==> src/rtl/bdpc_pkg.sv <==
package bdpc_pkg;

   // request codes
   localparam logic REQ_TICK  = 1'b0;
   localparam logic REQ_QUERY = 1'b1;

   // event kinds on the result channel
   localparam logic [2:0] EV_QUERY   = 3'd0;
   localparam logic [2:0] EV_PRESSED = 3'd1;
   localparam logic [2:0] EV_SHORT   = 3'd2;
   localparam logic [2:0] EV_LONG    = 3'd3;
   localparam logic [2:0] EV_VLONG   = 3'd4;

   // sticky flag positions; release kinds share their numbers with their flags
   localparam logic [2:0] FLAG_PRESSED  = 3'd0;
   localparam logic [2:0] FLAG_RELEASED = 3'd1;
   localparam logic [2:0] FLAG_VLONG    = 3'd4;
   localparam int         FLAG_W        = 5;

   // register indexes
   localparam logic [2:0] CSR_BUTTON_COUNT  = 3'd0;
   localparam logic [2:0] CSR_INVERT_MASK   = 3'd1;
   localparam logic [2:0] CSR_FUNCTIONS     = 3'd2;
   localparam logic [2:0] CSR_DEBOUNCE      = 3'd3;
   localparam logic [2:0] CSR_LONG          = 3'd4;
   localparam logic [2:0] CSR_VERY_LONG     = 3'd5;
   localparam logic [2:0] CSR_FAST_WINDOW   = 3'd6;
   localparam logic [2:0] CSR_FAST_COUNT    = 3'd7;

   localparam int CSR_IDX_W  = 3;
   localparam int CSR_DATA_W = 24;
   localparam int RC_W       = 11;

   typedef struct packed {
      logic [3:0]  button_count;
      logic [7:0]  invert_mask;
      logic [23:0] button_functions;
      logic [9:0]  debounce_ms;
      logic [13:0] long_ms;
      logic [13:0] very_long_ms;
      logic [13:0] fast_window_ms;
      logic [4:0]  fast_press_count;
   } cfg_type;

   // controller to datapath
   typedef struct packed {
      logic capture;
      logic tick;
      logic emit;
      logic skip;
      logic query;
   } dp_cmd_type;

   // datapath to controller
   typedef struct packed {
      logic is_query;
      logic accept_changes;
      logic cur_changed;
      logic cur_last;
      logic out_free;
   } dp_sts_type;

   function automatic logic [2:0] func_code(input logic [23:0] funcs, input logic [2:0] idx);
      logic [4:0] base;
      base = 5'(idx) * 5'd3;
      return funcs[base +: 3];
   endfunction

endpackage

==> src/rtl/bdpc_channels.sv <==
interface bdpc_req_if;
   logic       valid;
   logic       ready;
   logic       req_type;
   logic [7:0] raw_levels;
   logic [2:0] query_button;
   logic [2:0] query_kind;

   modport source (output valid, req_type, raw_levels, query_button, query_kind,
                   input ready);
   modport sink (input valid, req_type, raw_levels, query_button, query_kind,
                 output ready);
endinterface

interface bdpc_rsp_if;
   logic       valid;
   logic       ready;
   logic [2:0] button_index;
   logic [2:0] event_kind;
   logic [2:0] fired_function;
   logic       flag_was_set;
   logic       last_of_run;

   modport source (output valid, button_index, event_kind, fired_function, flag_was_set,
                   last_of_run, input ready);
   modport sink (input valid, button_index, event_kind, fired_function, flag_was_set,
                 last_of_run, output ready);
endinterface

==> src/rtl/bdpc_csr.sv <==
module bdpc_csr (
   input  logic                                clock,
   input  logic                                reset,
   input  logic                                csr_we,
   input  logic [bdpc_pkg::CSR_IDX_W-1:0]      csr_index,
   input  logic [bdpc_pkg::CSR_DATA_W-1:0]     csr_wdata,
   output bdpc_pkg::cfg_type                   cfg
);
   import bdpc_pkg::*;

   cfg_type cfg_ff;

   always_ff @(posedge clock) begin
      if (reset) begin
         cfg_ff.button_count     <= 4'd0;
         cfg_ff.invert_mask      <= 8'd0;
         cfg_ff.button_functions <= 24'd0;
         cfg_ff.debounce_ms      <= 10'd100;
         cfg_ff.long_ms          <= 14'd1000;
         cfg_ff.very_long_ms     <= 14'd10000;
         cfg_ff.fast_window_ms   <= 14'd1000;
         cfg_ff.fast_press_count <= 5'd10;
      end else if (csr_we) begin
         case (csr_index)
            CSR_BUTTON_COUNT: cfg_ff.button_count     <= csr_wdata[3:0];
            CSR_INVERT_MASK:  cfg_ff.invert_mask      <= csr_wdata[7:0];
            CSR_FUNCTIONS:    cfg_ff.button_functions <= csr_wdata[23:0];
            CSR_DEBOUNCE:     cfg_ff.debounce_ms      <= csr_wdata[9:0];
            CSR_LONG:         cfg_ff.long_ms          <= csr_wdata[13:0];
            CSR_VERY_LONG:    cfg_ff.very_long_ms     <= csr_wdata[13:0];
            CSR_FAST_WINDOW:  cfg_ff.fast_window_ms   <= csr_wdata[13:0];
            CSR_FAST_COUNT:   cfg_ff.fast_press_count <= csr_wdata[4:0];
            default: begin
            end
         endcase
      end
   end

   assign cfg = cfg_ff;

endmodule

==> src/rtl/bdpc_ctrl.sv <==
module bdpc_ctrl (
   input  logic                  clock,
   input  logic                  reset,
   input  logic                  req_valid,
   output logic                  req_ready,
   input  bdpc_pkg::dp_sts_type  sts,
   output bdpc_pkg::dp_cmd_type  cmd
);
   import bdpc_pkg::*;

   typedef enum logic [1:0] {
      ST_IDLE,
      ST_EXEC,
      ST_SCAN
   } state_type;

   state_type state_ff, state_in;

   always_ff @(posedge clock) begin
      if (reset) begin
         state_ff <= ST_IDLE;
      end else begin
         state_ff <= state_in;
      end
   end

   always_comb begin
      cmd       = '0;
      req_ready = 1'b0;
      state_in  = state_ff;
      case (state_ff)
         ST_IDLE: begin
            req_ready = 1'b1;
            if (req_valid) begin
               cmd.capture = 1'b1;
               state_in    = ST_EXEC;
            end
         end
         ST_EXEC: begin
            if (sts.is_query) begin
               if (sts.out_free) begin
                  cmd.query = 1'b1;
                  state_in  = ST_IDLE;
               end
            end else begin
               cmd.tick = 1'b1;
               state_in = sts.accept_changes ? ST_SCAN : ST_IDLE;
            end
         end
         ST_SCAN: begin
            if (sts.cur_changed) begin
               if (sts.out_free) begin
                  cmd.emit = 1'b1;
                  if (sts.cur_last) begin
                     state_in = ST_IDLE;
                  end
               end
            end else begin
               cmd.skip = 1'b1;
            end
         end
         default: begin
            state_in = ST_IDLE;
         end
      endcase
   end

endmodule

==> src/rtl/bdpc_dp.sv <==
module bdpc_dp #(
   parameter int NUM_BUTTONS   = 8,
   parameter int AGE_BITS      = 14,
   parameter int LOCKOUT_VALUE = 1000
) (
   input  logic                  clock,
   input  logic                  reset,
   input  bdpc_pkg::cfg_type     cfg,
   input  bdpc_pkg::dp_cmd_type  cmd,
   output bdpc_pkg::dp_sts_type  sts,
   input  logic                  req_type,
   input  logic [7:0]            raw_levels,
   input  logic [2:0]            query_button,
   input  logic [2:0]            query_kind,
   output logic                  rsp_valid,
   input  logic                  rsp_ready,
   output logic [2:0]            button_index,
   output logic [2:0]            event_kind,
   output logic [2:0]            fired_function,
   output logic                  flag_was_set,
   output logic                  last_of_run
);
   import bdpc_pkg::*;

   localparam int SEL_W = (NUM_BUTTONS > 1) ? $clog2(NUM_BUTTONS) : 1;
   localparam int CMP_W = (AGE_BITS > 14) ? AGE_BITS : 14;
   localparam int PAD_W = (NUM_BUTTONS > 8) ? NUM_BUTTONS : 8;
   localparam int LIM   = (NUM_BUTTONS < 8) ? NUM_BUTTONS : 8;
   localparam logic signed [RC_W-1:0] LOCK_NEG = -(RC_W'(LOCKOUT_VALUE));

   // captured request
   logic             type_ff;
   logic [7:0]       raw_ff;
   logic [2:0]       qbtn_ff;
   logic [2:0]       qkind_ff;

   // debounce state
   logic [7:0]       cand_ff;
   logic [9:0]       stable_ff;
   logic             pending_ff;

   // scan state
   logic [SEL_W-1:0]       sel_ff;
   logic [NUM_BUTTONS-1:0] mask_ff;

   // per-button state
   logic [NUM_BUTTONS-1:0]  pressed_ff;
   logic [AGE_BITS-1:0]     hold_ff   [NUM_BUTTONS];
   logic [AGE_BITS-1:0]     since_ff  [NUM_BUTTONS];
   logic signed [RC_W-1:0]  repeat_ff [NUM_BUTTONS];
   logic [FLAG_W-1:0]       sticky_ff [NUM_BUTTONS];

   // result register
   logic             out_valid_ff;
   logic [2:0]       out_idx_ff;
   logic [2:0]       out_kind_ff;
   logic [2:0]       out_fn_ff;
   logic             out_flag_ff;
   logic             out_last_ff;

   logic [3:0]       n_act;
   logic [7:0]       act_mask;
   logic [7:0]       vec;
   logic [PAD_W-1:0] pressed_pad;
   logic [PAD_W-1:0] cand_pad;
   logic [PAD_W-1:0] chg_pad;
   logic [7:0]       chg8;
   logic             same;
   logic             take;
   logic [2:0]       sel3;
   logic             cur_p;
   logic [NUM_BUTTONS-1:0] rest;
   logic             fast;
   logic signed [RC_W-1:0] rc_inc;
   logic             fire;
   logic signed [RC_W-1:0] rc_next;
   logic [2:0]       fn;
   logic [2:0]       rel_kind;
   logic [FLAG_W-1:0] rel_flags;
   logic             qvalid;
   logic             q_flag;
   logic             out_free;

   always_comb begin
      n_act = (cfg.button_count > 4'(LIM)) ? 4'(LIM) : cfg.button_count;
      for (int i = 0; i < 8; i++) begin
         act_mask[i] = (4'(i) < n_act);
      end
   end

   // pressed vector: low level is pressed unless the inversion bit is set
   assign vec         = (~raw_ff ^ cfg.invert_mask) & act_mask;
   assign pressed_pad = PAD_W'(pressed_ff);
   assign cand_pad    = PAD_W'(cand_ff);
   assign chg8        = (cand_ff ^ pressed_pad[7:0]) & act_mask;
   assign chg_pad     = PAD_W'(chg8);
   assign same        = (vec == cand_ff);
   assign take        = same && pending_ff && (stable_ff >= cfg.debounce_ms);

   assign sel3  = 3'(sel_ff);
   assign cur_p = cand_pad[sel_ff];

   always_comb begin
      rest         = mask_ff;
      rest[sel_ff] = 1'b0;
   end

   // press path: fast repeat counting
   assign fast    = CMP_W'(since_ff[sel_ff]) < CMP_W'(cfg.fast_window_ms);
   assign rc_inc  = repeat_ff[sel_ff] + RC_W'(1);
   assign fire    = fast && (rc_inc >= $signed(RC_W'(cfg.fast_press_count)));
   assign rc_next = !fast ? RC_W'(1) : (fire ? LOCK_NEG : rc_inc);
   assign fn      = fire ? func_code(cfg.button_functions, sel3) : 3'd0;

   // release path: class by hold time
   always_comb begin
      if (CMP_W'(hold_ff[sel_ff]) < CMP_W'(cfg.long_ms)) begin
         rel_kind = EV_SHORT;
      end else if (CMP_W'(hold_ff[sel_ff]) < CMP_W'(cfg.very_long_ms)) begin
         rel_kind = EV_LONG;
      end else begin
         rel_kind = EV_VLONG;
      end
      rel_flags = (sticky_ff[sel_ff] & ~(FLAG_W'(1) << FLAG_PRESSED))
                | (FLAG_W'(1) << FLAG_RELEASED) | (FLAG_W'(1) << rel_kind);
   end

   // query path
   assign qvalid = ({1'b0, qbtn_ff} < n_act) && (qkind_ff <= FLAG_VLONG);
   assign q_flag = qvalid ? sticky_ff[sel_ff][qkind_ff] : 1'b0;

   assign out_free = !out_valid_ff || rsp_ready;

   always_ff @(posedge clock) begin
      if (cmd.capture) begin
         type_ff  <= req_type;
         raw_ff   <= raw_levels;
         qbtn_ff  <= query_button;
         qkind_ff <= query_kind;
      end
   end

   always_ff @(posedge clock) begin
      if (reset) begin
         cand_ff    <= 8'hFF;
         stable_ff  <= '0;
         pending_ff <= 1'b0;
      end else if (cmd.tick) begin
         if (!same) begin
            cand_ff    <= vec;
            stable_ff  <= '0;
            pending_ff <= 1'b1;
         end else if (take) begin
            pending_ff <= 1'b0;
         end else if (~&stable_ff) begin
            stable_ff <= stable_ff + 10'd1;
         end
      end
   end

   always_ff @(posedge clock) begin
      if (reset) begin
         sel_ff  <= '0;
         mask_ff <= '0;
      end else if (cmd.capture) begin
         sel_ff <= SEL_W'(query_button);
      end else if (cmd.tick) begin
         sel_ff  <= '0;
         mask_ff <= take ? chg_pad[NUM_BUTTONS-1:0] : '0;
      end else if (cmd.emit || cmd.skip) begin
         sel_ff  <= sel_ff + SEL_W'(1);
         mask_ff <= rest;
      end
   end

   always_ff @(posedge clock) begin
      if (reset) begin
         pressed_ff <= '0;
         for (int i = 0; i < NUM_BUTTONS; i++) begin
            hold_ff[i]   <= '0;
            since_ff[i]  <= '0;
            repeat_ff[i] <= '0;
            sticky_ff[i] <= '0;
         end
      end else if (cmd.tick) begin
         for (int i = 0; i < NUM_BUTTONS; i++) begin
            if (~&hold_ff[i]) begin
               hold_ff[i] <= hold_ff[i] + AGE_BITS'(1);
            end
            if (~&since_ff[i]) begin
               since_ff[i] <= since_ff[i] + AGE_BITS'(1);
            end
         end
      end else if (cmd.emit) begin
         pressed_ff[sel_ff] <= cur_p;
         hold_ff[sel_ff]    <= '0;
         if (cur_p) begin
            since_ff[sel_ff]  <= '0;
            repeat_ff[sel_ff] <= rc_next;
            sticky_ff[sel_ff] <= FLAG_W'(1) << FLAG_PRESSED;
         end else begin
            sticky_ff[sel_ff] <= rel_flags;
         end
      end else if (cmd.query && qvalid) begin
         sticky_ff[sel_ff] <= sticky_ff[sel_ff] & ~(FLAG_W'(1) << qkind_ff);
      end
   end

   always_ff @(posedge clock) begin
      if (reset) begin
         out_valid_ff <= 1'b0;
      end else if (cmd.emit || cmd.query) begin
         out_valid_ff <= 1'b1;
      end else if (rsp_ready) begin
         out_valid_ff <= 1'b0;
      end
   end

   always_ff @(posedge clock) begin
      if (cmd.emit) begin
         out_idx_ff  <= sel3;
         out_kind_ff <= cur_p ? EV_PRESSED : rel_kind;
         out_fn_ff   <= cur_p ? fn : 3'd0;
         out_flag_ff <= 1'b0;
         out_last_ff <= (rest == '0);
      end else if (cmd.query) begin
         out_idx_ff  <= qbtn_ff;
         out_kind_ff <= EV_QUERY;
         out_fn_ff   <= 3'd0;
         out_flag_ff <= q_flag;
         out_last_ff <= 1'b1;
      end
   end

   assign sts.is_query       = (type_ff == REQ_QUERY);
   assign sts.accept_changes = take && (chg8 != 8'd0);
   assign sts.cur_changed    = mask_ff[sel_ff];
   assign sts.cur_last       = (rest == '0);
   assign sts.out_free       = out_free;

   assign rsp_valid      = out_valid_ff;
   assign button_index   = out_idx_ff;
   assign event_kind     = out_kind_ff;
   assign fired_function = out_fn_ff;
   assign flag_was_set   = out_flag_ff;
   assign last_of_run    = out_last_ff;

endmodule

==> src/rtl/button_debounce_press_classifier.sv <==
// channel   dir  handshake       beat contents
// req_ch    in   valid / ready   req_type, raw_levels, query_button, query_kind
// rsp_ch    out  valid / ready   button_index, event_kind, fired_function,
//                                flag_was_set, last_of_run
// csr_*     in   csr_we only     csr_index, csr_wdata (no read-back)
//
// one request at a time: an accept step, then an execute step
// a tick with no accepted change ends after its execute step; a query ends once its result is registered
// an accepted change adds a scan step for each button index up to the highest
// changed button
// a full result register blocks a query's execute step or a scan emit until rsp_ch drains
// reset is synchronous and active high; it restores register defaults and all
// per-button state
module button_debounce_press_classifier #(
   parameter int NUM_BUTTONS   = 8,
   parameter int AGE_BITS      = 14,
   parameter int LOCKOUT_VALUE = 1000
) (
   input  logic                              clock,
   input  logic                              reset,
   bdpc_req_if.sink                          req_ch,
   bdpc_rsp_if.source                        rsp_ch,
   input  logic                              csr_we,
   input  logic [bdpc_pkg::CSR_IDX_W-1:0]    csr_index,
   input  logic [bdpc_pkg::CSR_DATA_W-1:0]   csr_wdata
);
   import bdpc_pkg::*;

   cfg_type    cfg;
   dp_cmd_type cmd;
   dp_sts_type sts;
   logic       req_ready;
   logic       rsp_valid;
   logic [2:0] button_index;
   logic [2:0] event_kind;
   logic [2:0] fired_function;
   logic       flag_was_set;
   logic       last_of_run;

   // register file; the user must write it only while idle, the block does not enforce this
   bdpc_csr u_csr (
      .clock     (clock),
      .reset     (reset),
      .csr_we    (csr_we),
      .csr_index (csr_index),
      .csr_wdata (csr_wdata),
      .cfg       (cfg)
   );

   // sequencer: idle, execute (tick or query), scan over buttons
   bdpc_ctrl u_ctrl (
      .clock     (clock),
      .reset     (reset),
      .req_valid (req_ch.valid),
      .req_ready (req_ready),
      .sts       (sts),
      .cmd       (cmd)
   );

   // debounce, per-button ages and flags, result register
   bdpc_dp #(
      .NUM_BUTTONS   (NUM_BUTTONS),
      .AGE_BITS      (AGE_BITS),
      .LOCKOUT_VALUE (LOCKOUT_VALUE)
   ) u_dp (
      .clock          (clock),
      .reset          (reset),
      .cfg            (cfg),
      .cmd            (cmd),
      .sts            (sts),
      .req_type       (req_ch.req_type),
      .raw_levels     (req_ch.raw_levels),
      .query_button   (req_ch.query_button),
      .query_kind     (req_ch.query_kind),
      .rsp_valid      (rsp_valid),
      .rsp_ready      (rsp_ch.ready),
      .button_index   (button_index),
      .event_kind     (event_kind),
      .fired_function (fired_function),
      .flag_was_set   (flag_was_set),
      .last_of_run    (last_of_run)
   );

   // channel hookup
   assign req_ch.ready          = req_ready;
   assign rsp_ch.valid          = rsp_valid;
   assign rsp_ch.button_index   = button_index;
   assign rsp_ch.event_kind     = event_kind;
   assign rsp_ch.fired_function = fired_function;
   assign rsp_ch.flag_was_set   = flag_was_set;
   assign rsp_ch.last_of_run    = last_of_run;

endmodule
==> src/flat_wrapper.sv <==
// flat-port wrapper written by rule: the top's interface ports become plain ports
module button_debounce_press_classifier_flat import bdpc_pkg::*;
#(
   parameter int NUM_BUTTONS   = 8,
   parameter int AGE_BITS      = 14,
   parameter int LOCKOUT_VALUE = 1000
)
  (clock, reset, csr_we, csr_index, csr_wdata, req_ch_valid, req_ch_req_type, req_ch_raw_levels, req_ch_query_button, req_ch_query_kind, req_ch_ready, rsp_ch_valid, rsp_ch_button_index, rsp_ch_event_kind, rsp_ch_fired_function, rsp_ch_flag_was_set, rsp_ch_last_of_run, rsp_ch_ready);
  bdpc_req_if req_ch_i ();
  bdpc_rsp_if rsp_ch_i ();
  input  logic clock;
  input  logic reset;
  input  logic csr_we;
  input  logic [bdpc_pkg::CSR_IDX_W-1:0] csr_index;
  input  logic [bdpc_pkg::CSR_DATA_W-1:0] csr_wdata;
  input wire logic [$bits(req_ch_i.valid)-1:0] req_ch_valid;
  input wire logic [$bits(req_ch_i.req_type)-1:0] req_ch_req_type;
  input wire logic [$bits(req_ch_i.raw_levels)-1:0] req_ch_raw_levels;
  input wire logic [$bits(req_ch_i.query_button)-1:0] req_ch_query_button;
  input wire logic [$bits(req_ch_i.query_kind)-1:0] req_ch_query_kind;
  output wire logic [$bits(req_ch_i.ready)-1:0] req_ch_ready;
  output wire logic [$bits(rsp_ch_i.valid)-1:0] rsp_ch_valid;
  output wire logic [$bits(rsp_ch_i.button_index)-1:0] rsp_ch_button_index;
  output wire logic [$bits(rsp_ch_i.event_kind)-1:0] rsp_ch_event_kind;
  output wire logic [$bits(rsp_ch_i.fired_function)-1:0] rsp_ch_fired_function;
  output wire logic [$bits(rsp_ch_i.flag_was_set)-1:0] rsp_ch_flag_was_set;
  output wire logic [$bits(rsp_ch_i.last_of_run)-1:0] rsp_ch_last_of_run;
  input wire logic [$bits(rsp_ch_i.ready)-1:0] rsp_ch_ready;
  assign req_ch_i.valid = req_ch_valid;
  assign req_ch_i.req_type = req_ch_req_type;
  assign req_ch_i.raw_levels = req_ch_raw_levels;
  assign req_ch_i.query_button = req_ch_query_button;
  assign req_ch_i.query_kind = req_ch_query_kind;
  assign req_ch_ready = req_ch_i.ready;
  assign rsp_ch_valid = rsp_ch_i.valid;
  assign rsp_ch_button_index = rsp_ch_i.button_index;
  assign rsp_ch_event_kind = rsp_ch_i.event_kind;
  assign rsp_ch_fired_function = rsp_ch_i.fired_function;
  assign rsp_ch_flag_was_set = rsp_ch_i.flag_was_set;
  assign rsp_ch_last_of_run = rsp_ch_i.last_of_run;
  assign rsp_ch_i.ready = rsp_ch_ready;
  button_debounce_press_classifier #(.NUM_BUTTONS(NUM_BUTTONS), .AGE_BITS(AGE_BITS), .LOCKOUT_VALUE(LOCKOUT_VALUE)) u_core (.clock(clock), .reset(reset), .req_ch(req_ch_i), .rsp_ch(rsp_ch_i), .csr_we(csr_we), .csr_index(csr_index), .csr_wdata(csr_wdata));
endmodule
==> config.mk <==
export PLATFORM = sky130hd
export DESIGN_NAME = button_debounce_press_classifier_flat
export DESIGN_NICKNAME = d
export VERILOG_FILES = /design/src/rtl/bdpc_pkg.sv /design/src/rtl/bdpc_channels.sv /design/src/rtl/bdpc_csr.sv /design/src/rtl/bdpc_ctrl.sv /design/src/rtl/bdpc_dp.sv /design/src/rtl/button_debounce_press_classifier.sv /design/src/flat_wrapper.sv
export SDC_FILE = /design/constraint.sdc
export NUM_CORES = 1
export LEC_CHECK = 0
export BUFFER_PORTS_ARGS = -buffer_cell sky130_fd_sc_hd__buf_2
export CAP_MARGIN = 20
export CORE_UTILIZATION = 60
export DETAILED_ROUTE_END_ITERATION = 8
export HOLD_SLACK_MARGIN = 0.03
export PLACE_DENSITY = 0.76
export RECOVER_POWER = 100
export SETUP_SLACK_MARGIN = 0.15
export SLEW_MARGIN = 40
export SYNTH_ARGS = -nofsm -noshare
export SYNTH_HDL_FRONTEND = slang
export SYNTH_SLANG_ARGS = --single-unit
==> constraint.sdc <==
create_clock -name clock -period 4.45 [get_ports clock]
set_input_delay 0.2225 -clock clock [delete_from_list [all_inputs] [get_ports clock]]
set_output_delay 0.2225 -clock clock [all_outputs]
set_load 0.01 [all_outputs]
==> impl_metrics.yaml, run 1 <==
sta:
  fin_skew_ps: 22.7
  setup_violations: 0
  timing.fmax_ghz: 0.238
  whs_ps: 113
  hold_viol_final: 0
  relSlewSlack_pct: -66.9
  rsz0062_at_grt: "no"
  worstMarginPinSlew_ps: 2500
  fin_tns_setup_ps: 0
  drv_slew: 74
  min_period_ps: 4200
  post-route-period-util_pct: 94.5
run:
  drv_cap: 2
detailed_routing:
  drc: 0
  ant_nets: 0
  first_iter_violations: 2328
  routed_wl_mm: 69.2
  firstDrtPassIters: 6
  num_vias: 20900
  viasPerCell: 6.17
  wire_per_inst_um: 20.4
synth:
  synth.net_count: 2820
  ys_types: 80
  synthFlopType: "dfxtp_1"
  synth-xor-area-share_pct: 7.48
  yosys.area_share.adder_pct: 3.63
  ys_ff_latch: 515
  synth_top_family_by_area: "simple AND/OR/NAND/NOR gates"
  synth_mux_area_share_pct: 10.5
  synthArstFlopShare_pct: 0
  synth_simple_gate_area_share_pct: 21.1
  synth_compound_area_share_pct: 8.21
  synth_sequential_area_ratio_pct: 45.8
  synth_edf_count: 153
  netlist_area_sq_um: 25900
  synth_cells: 2698
  yosysWarningCount: 0
  syn_avg_cell_area_sq_um: 9.59
floorplanning:
  die_h_um: 210
  die-area_sq_um: 43900
  core_sq_um: 42200
  start_util_pct: 61.2
  die_w_um: 210
  ioPinCount: 60
  num_rows: 75
layout:
  num-fill-cells: 3178
  drive_gt1_share_pct: 9.96
  syn_to_final_growth_pct: 12.3
  num_antenna_cells: 0
  nets: 2930
  final_common_cell: "nor2_1"
  layout_common_cells: "413 x nor2_1, 396 x nand2_1, 360 x dfxtp_1"
  final_area_sq_um: 29000
min_path:
  holdPathStages: 2
  hp-start: "reset"
  min_path_type: "in2reg"
  min_to: "u_core.u_csr.cfg[75]"
placed_design:
  io_buffers: 59
  dpl.hpwl_mm: 47.9
  routabilityCongestion: 0.945
  place_area_sq_um: 26900
power:
  leakage_nw: 10.7
  power_frac_clock_pct: 44.8
  switching_share_pct: 24.1
  power.density_nw_per_um2: 371
  internal_power_mw: 8.17
  p_switching_mw: 2.59
  comb_power_share_pct: 8.7
  p_seq_share_pct: 46.5
  vdd_drop_max_mv: 0.264
clocking:
  clk_path_buf_depth: 3
  clkSinkCount: 515
  cts_tree: "yes"
  clk_pin_slew_ps: 60
  cts_htree_levels: 2
  clockRootBuffer: "clkbuf_16"
  clkLatencyLatePin_ps: 620
  numCtsBuffers: 53
worst_setup_path:
  crit-reg2reg-launch: "u_core.u_dp.sel3[0]"
  worst_path_max_delay_cell: "dfxtp_1"
  path_depth: 9
  cp_num_buf_inv: 3
  r2r_end: "u_core.u_dp.repeat_ff[7][6]"
  cp-start-kind: "register"
  r2r_slack_ps: 250
  cp_slowest_stage_delay_ps: 890
  end_kind: "register"
  path_class: "reg2reg"
  worstPathArrival_ps: 4440
  path_cells: "mux2i_1 > mux4_2 > a21o_1 > nor4_1 > clkbuf_1 > nand2_1 > clkbuf_1 > nand2_1 > clkbuf_1"
  crit_family: "buffers and inverters"
  cp_common_cell: "clkbuf_1"
  reg2regPathDepth: 9
  path_max_fanout: 25
  crit_required_ps: 4690
status:
  status: "finished with violations"
  violations: "max-capacitance violations, max-slew violations"
global_routing:
  antenna_found_initial: 0
  grt_util_all_layers_pct: 31.7
  grt_start_max_net_pins: 62
  grt_pass1_vias: 20400
  grt_pass1_wl_mm: 109
  grt_overflow: 0
[layout make-up]
| cell class | count | area [sq um] | area share [%] |
|---|---|---|---|
| Clock buffer | 75 | 1550 | 5.34 |
| Clock inverter | 24 | 349 | 1.20 |
| Multi-Input combinational cell | 1978 | 13100 | 45.3 |
| Inverter | 92 | 345 | 1.19 |
| Tap cell | 539 | 674 | 2.32 |
| Timing Repair Buffer | 168 | 1130 | 3.89 |
| Sequential cell | 515 | 11800 | 40.8 |
[Yosys cell counts, types with 11 or more instances]
master    number  area, sq um
dfxtp_1      362         7250
nand2_1      396         1490
nand3b_1      14          105
nor4_1        11         68.8
nand4_1       59          369
clkbuf_1      71          267
buf_2         19         95.1
a21oi_1      139          696
and4_1        31          272
xnor2_1       86          753
inv_1         89          334
nor3_1        52          260
nand3_1      101          505
a211oi_1      13         97.6
o21ai_0       52          260
mux4_1        15          394
or3_1         21          131
xor2_1       133         1160
buf_1         14         52.6
a21o_1        20          150
and2_1        18          113
o211ai_1      35          263
ha_1          75          938
nor2_1       413         1550
and3_1        24          150
mux4_2        75         1690
mux2i_1       47          470
nand2b_1      15         93.8
edfxtp_1     153         4590
[registers in the layout, indices dropped and copies added (netlist names), 8 cells and up, named ones only]
name                    cells
u_core.u_csr.cfg           93
u_core.u_dp.cand_ff         8
u_core.u_dp.hold_ff       112
u_core.u_dp.mask_ff         8
u_core.u_dp.pressed_ff      8
u_core.u_dp.raw_ff          8
u_core.u_dp.repeat_ff      88
u_core.u_dp.since_ff      112
u_core.u_dp.stable_ff      10
u_core.u_dp.sticky_ff      40
[kinds of logic (layout without fill, tap and decap cells)]
kind of cell,Yosys count,after routing
and+or+nand+nor,1196,1196
adders and majority gates,75,75
DFF,515,515
AOI/OAI and AO/OA,339,339
muxes,148,148
buffers and inverters,205,359
xor gates and xnor gates,220,220
[routing by layer]
metal / vias up / global-route usage [%] / share of wire (%) / wire length [um]
li1: 9774 / - / - / -
met1: 10000 / 42.2 / 41 / 28700
met2: 923 / 51.9 / 46 / 32100
met3: 188 / 4.44 / 8.0 / 5560
met4: 0 / 13.5 / 4.1 / 2870
met5: - / 0 / 0 / 0
[worst max path at each step]
| stage | start | to | slack, ps |
|---|---|---|---|
| after global placement | register | u_core.u_dp.repeat_ff[5][2] | 510 |
| final | u_core.u_dp.sel3[0] | u_core.u_dp.repeat_ff[7][6] | 250 |
| after detailed placement | register | u_core.u_dp.repeat_ff[2][1] | 440 |
| after floorplan | register | u_core.u_dp.sticky_ff[0][4] | 330 |
| after CTS | register | u_core.u_dp.sticky_ff[5][4] | 380 |
| after global routing | u_core.u_dp.sel3[0] | u_core.u_dp.repeat_ff[4][7] | 80 |
[power groups by stage]
stage               registers, mW  clock network [mW]  logic [mW]
finish                       5.01                4.82       0.936
global route                 5.01                5.03       0.994
CTS                          5.00                4.85       0.936
detailed placement           5.10                   0       0.898
global placement             5.10                   0       0.878
floorplan                    5.06                   0       0.658
[metrics by stage]
stage / power, mW / setup WS (ps) / instances / utilization [%]
3_5_place_dp: 6.00 / 435 / 3247 / 63.6
5_1_grt: 11.0 / 78.0 / 3391 / 68.8
6_report: 10.8 / 247 / 3391 / 68.8
2_1_floorplan: 5.72 / 332 / 2698 / -
4_1_cts: 10.8 / 382 / 3388 / 69.1
3_3_place_gp: 5.97 / 507 / 3247 / 63.6
[worst reg2reg max path, delay by kind of cell, from the launching register on]
family,cells,cell delay (ps)
compound gates,1,200
flops,1,890
simple gates,3,560
buf+inv,3,1460
mux,2,710
[timing repair]
item | CTS | global route
buffers inserted | 0 | 3
endpoints found under the hold margin | 91 | 0
hold buffers | 42 | 0
endpoints found under the setup margin | 0 | 15
gates resized for setup | 0 | 2
Note: power is estimated with default switching activity, not from simulation.
==> run 2, diff against run 1 <==
Settings changed: ABC_AREA set to 1, CORE_ASPECT_RATIO set to 0.8.
==> run 2 against run 1 <==
- the flow still finishes with violations (max-capacitance violations, max-slew violations)
- clock power decreased by 6.2%
- clock skew rose by 3.7 ps
- combinational power increased by 23%
- flip-flop and latch count unchanged
- sequential power is essentially flat
- final cell count increased by 32%
- routed wire length is 16% higher
- register-to-register slack better by 130 ps
- cell area up 4.1%
- via count up 22%
- largest power group unchanged
==> impl_metrics.yaml, run 2 <==
power:
  power.density_nw_per_um2: 352
  power_frac_clock_pct: 42.4
  switching_share_pct: 25.9
  internal_power_mw: 7.89
  comb_power_share_pct: 10.8
  p_switching_mw: 2.76
  vdd_drop_max_mv: 0.267
  leakage_nw: 12.5
  p_seq_share_pct: 46.8
worst_setup_path:
  cp_num_buf_inv: 4
  r2r_slack_ps: 380
  crit_family: "buffers and inverters"
  end_kind: "register"
  cp_slowest_stage_delay_ps: 1910
  path_cells: "clkbuf_1 > clkbuf_1 > nor2_1 > nand3_1 > clkbuf_2 > nand2_1 > buf_4 > o21bai_1 > a21oi_1"
  crit_required_ps: 4980
  worstPathArrival_ps: 4700
  cp_common_cell: "clkbuf_1"
  cp-start-kind: "primary input"
  path_class: "in2reg"
  worst_path_max_delay_cell: "clkbuf_1"
  path_max_fanout: 37
sta:
  fin_skew_ps: 26.4
  fin_tns_setup_ps: 0
  rsz0062_at_grt: "no"
  worstMarginPinSlew_ps: 2590
  whs_ps: 59.8
  timing.fmax_ghz: 0.240
  setup_violations: 0
  hold_viol_final: 0
  min_period_ps: 4170
  post-route-period-util_pct: 93.7
  relSlewSlack_pct: -72.4
  drv_slew: 38
detailed_routing:
  ant_nets: 0
  first_iter_violations: 3218
  viasPerCell: 5.71
  wire_per_inst_um: 17.9
  num_vias: 25600
  firstDrtPassIters: 6
  drc: 0
  routed_wl_mm: 80.5
synth:
  ys_types: 48
  synth.net_count: 3886
  synth_sequential_area_ratio_pct: 43.4
  ys_top_cells_by_area: "dfxtp_1 27%, edfxtp_1 17%, nand2_1 10%"
  yosysMostFrequentCell: "nand2_1"
  synth_area_leader_cell: "dfxtp_1"
  yosysWarningCount: 0
  synth_top_area_share_pct: 26.6
  syn_avg_cell_area_sq_um: 7.24
  synth_edf_count: 153
  netlist_area_sq_um: 27300
  synthArstFlopShare_pct: 0
  synthFlopType: "dfxtp_1"
  ys_ff_latch: 515
  synth_cells: 3764
  synth_common_cells: "745 x nand2_1, 564 x inv_1, 464 x nor2_1, 362 x dfxtp_1, 310 x o21ai_0"
layout:
  layout_common_cells: "745 x nand2_1, 563 x inv_1, 466 x nor2_1"
  final_area_sq_um: 30200
  num-fill-cells: 3856
  final_common_cell: "nand2_1"
  drive_gt1_share_pct: 4.82
  nets: 3962
  syn_to_final_growth_pct: 10.9
clocking:
  clkSinkCount: 515
  numCtsBuffers: 52
  clkLatencyLatePin_ps: 610
  clk_pin_slew_ps: 60
  clockRootBuffer: "clkbuf_16"
  clk_path_buf_depth: 3
  cts_htree_levels: 2
  cts_tree: "yes"
floorplanning:
  die_h_um: 193
  ioPinCount: 60
  die_w_um: 240
  start_util_pct: 61.1
  num_rows: 69
  core_sq_um: 44600
  die-area_sq_um: 46300
global_routing:
  antenna_found_initial: 2
  grt_util_all_layers_pct: 34.8
  grt_pass1_vias: 22700
  grt_start_max_net_pins: 157
  grt_overflow: 0
  grt_pass1_wl_mm: 126
placed_design:
  place_area_sq_um: 28200
  routabilityCongestion: 0.994
  dpl.hpwl_mm: 56.1
  io_buffers: 59
status:
  violations: "max-capacitance violations, max-slew violations"
  status: "finished with violations"
min_path:
  min_path_type: "in2reg"
run:
  drv_cap: 1
run 2: changes by cell type in the layout (fill, tap and decap cells not counted), sizes merged, moves of 24 or more:
| cell | change |
|---|---|
| nand3 | +91 |
| xnor2 | -65 |
| mux4 | -90 |
| a31oi | +37 |
| a21oi | +157 |
| o21ai | +270 |
| nand2 | +350 |
| and4 | -31 |
| nor3 | +43 |
| inv | +479 |
| mux2i | -48 |
| nor2 | +54 |
| xor2 | -72 |
| and3 | -24 |
run 2: area by class of cell:
cell class              count  area [sq um]  share of cell area [%]
diodes                      1          2.50                 0.00827
clock buffers              74          1500                    4.94
clock inverters            23           248                   0.819
inverters                 573          2150                    7.12
multi-input cells        2553         12700                    42.0
flip-flops and latches    515         11800                    39.2
well taps                 603           754                    2.49
repair buffers            145          1030                    3.39
run 2: worst paths after layout:
| kind | depth (start not counted) | start | end |
|---|---|---|---|
| min | 3 | csr_wdata[3] | u_core.u_csr.cfg[84] |
| min reg2reg | 2 | u_core.u_csr.cfg[68] | u_core.u_csr.cfg[68] |
| max | 9 | reset | u_core.u_dp.since_ff[7][10] |
| max reg2reg | 16 | register | u_core.u_dp.repeat_ff[3][0] |
run 2: cells by family (layout without fill, tap and decap cells):
kind of cell               count (synthesis)  after routing  synth area share [%]
AOI/OAI and AO/OA                        797            797                  16.1
adders and majority gates                 75             75                  3.44
muxes                                      1              1                0.0367
xor gates and xnor gates                  83             83                  2.67
and+or+nand+nor                         1597           1597                  24.5
DFF                                      515            515                  43.4
buffers and inverters                    696            815                  9.80
other                                      0              1                     0
run 2: repair_timing:
| action | 4_1_cts | 5_1_grt |
|---|---|---|
| hold endpoints to repair | 62 | 0 |
| setup endpoints to repair | 0 | 59 |
| setup buffers | 0 | 1 |
| hold buffers | 38 | 0 |
| resized for setup | 0 | 2 |
run 2: tightest hold or removal path: stages:
cell and delay (ps):
buf_2 210, nor2_1 140, nor2_1 50
run 2: through the flow:
| step | setup WS, ps | utilization [%] | cells | total power [mW] |
|---|---|---|---|---|
| 2_1_floorplan | 754 | - | 3764 | 5.83 |
| 3_3_place_gp | 575 | 63.2 | 4350 | 6.17 |
| 3_5_place_dp | 465 | 63.2 | 4350 | 6.18 |
| 4_1_cts | 415 | 68.0 | 4485 | 10.7 |
| 5_1_grt | 113 | 67.7 | 4486 | 11.0 |
| 6_report | 282 | 67.8 | 4487 | 10.7 |
run 2: power by group through the flow:
stage,combinational [mW],clock (mW),sequential [mW]
after floorplan,0.765,0,5.07
after global placement,1.08,0,5.09
after detailed placement,1.09,0,5.09
after CTS,1.12,4.55,4.99
after global routing,1.26,4.75,5.00
final,1.15,4.52,4.99
run 2: routing by layer:
| layer | GRT usage, % | part of all wire [%] |
|---|---|---|
| met3 | 7.52 | 11 |
| met4 | 9.19 | 2.5 |
| met2 | 52.1 | 42 |
| met1 | 50.7 | 44 |
| met5 | 0 | 0 |
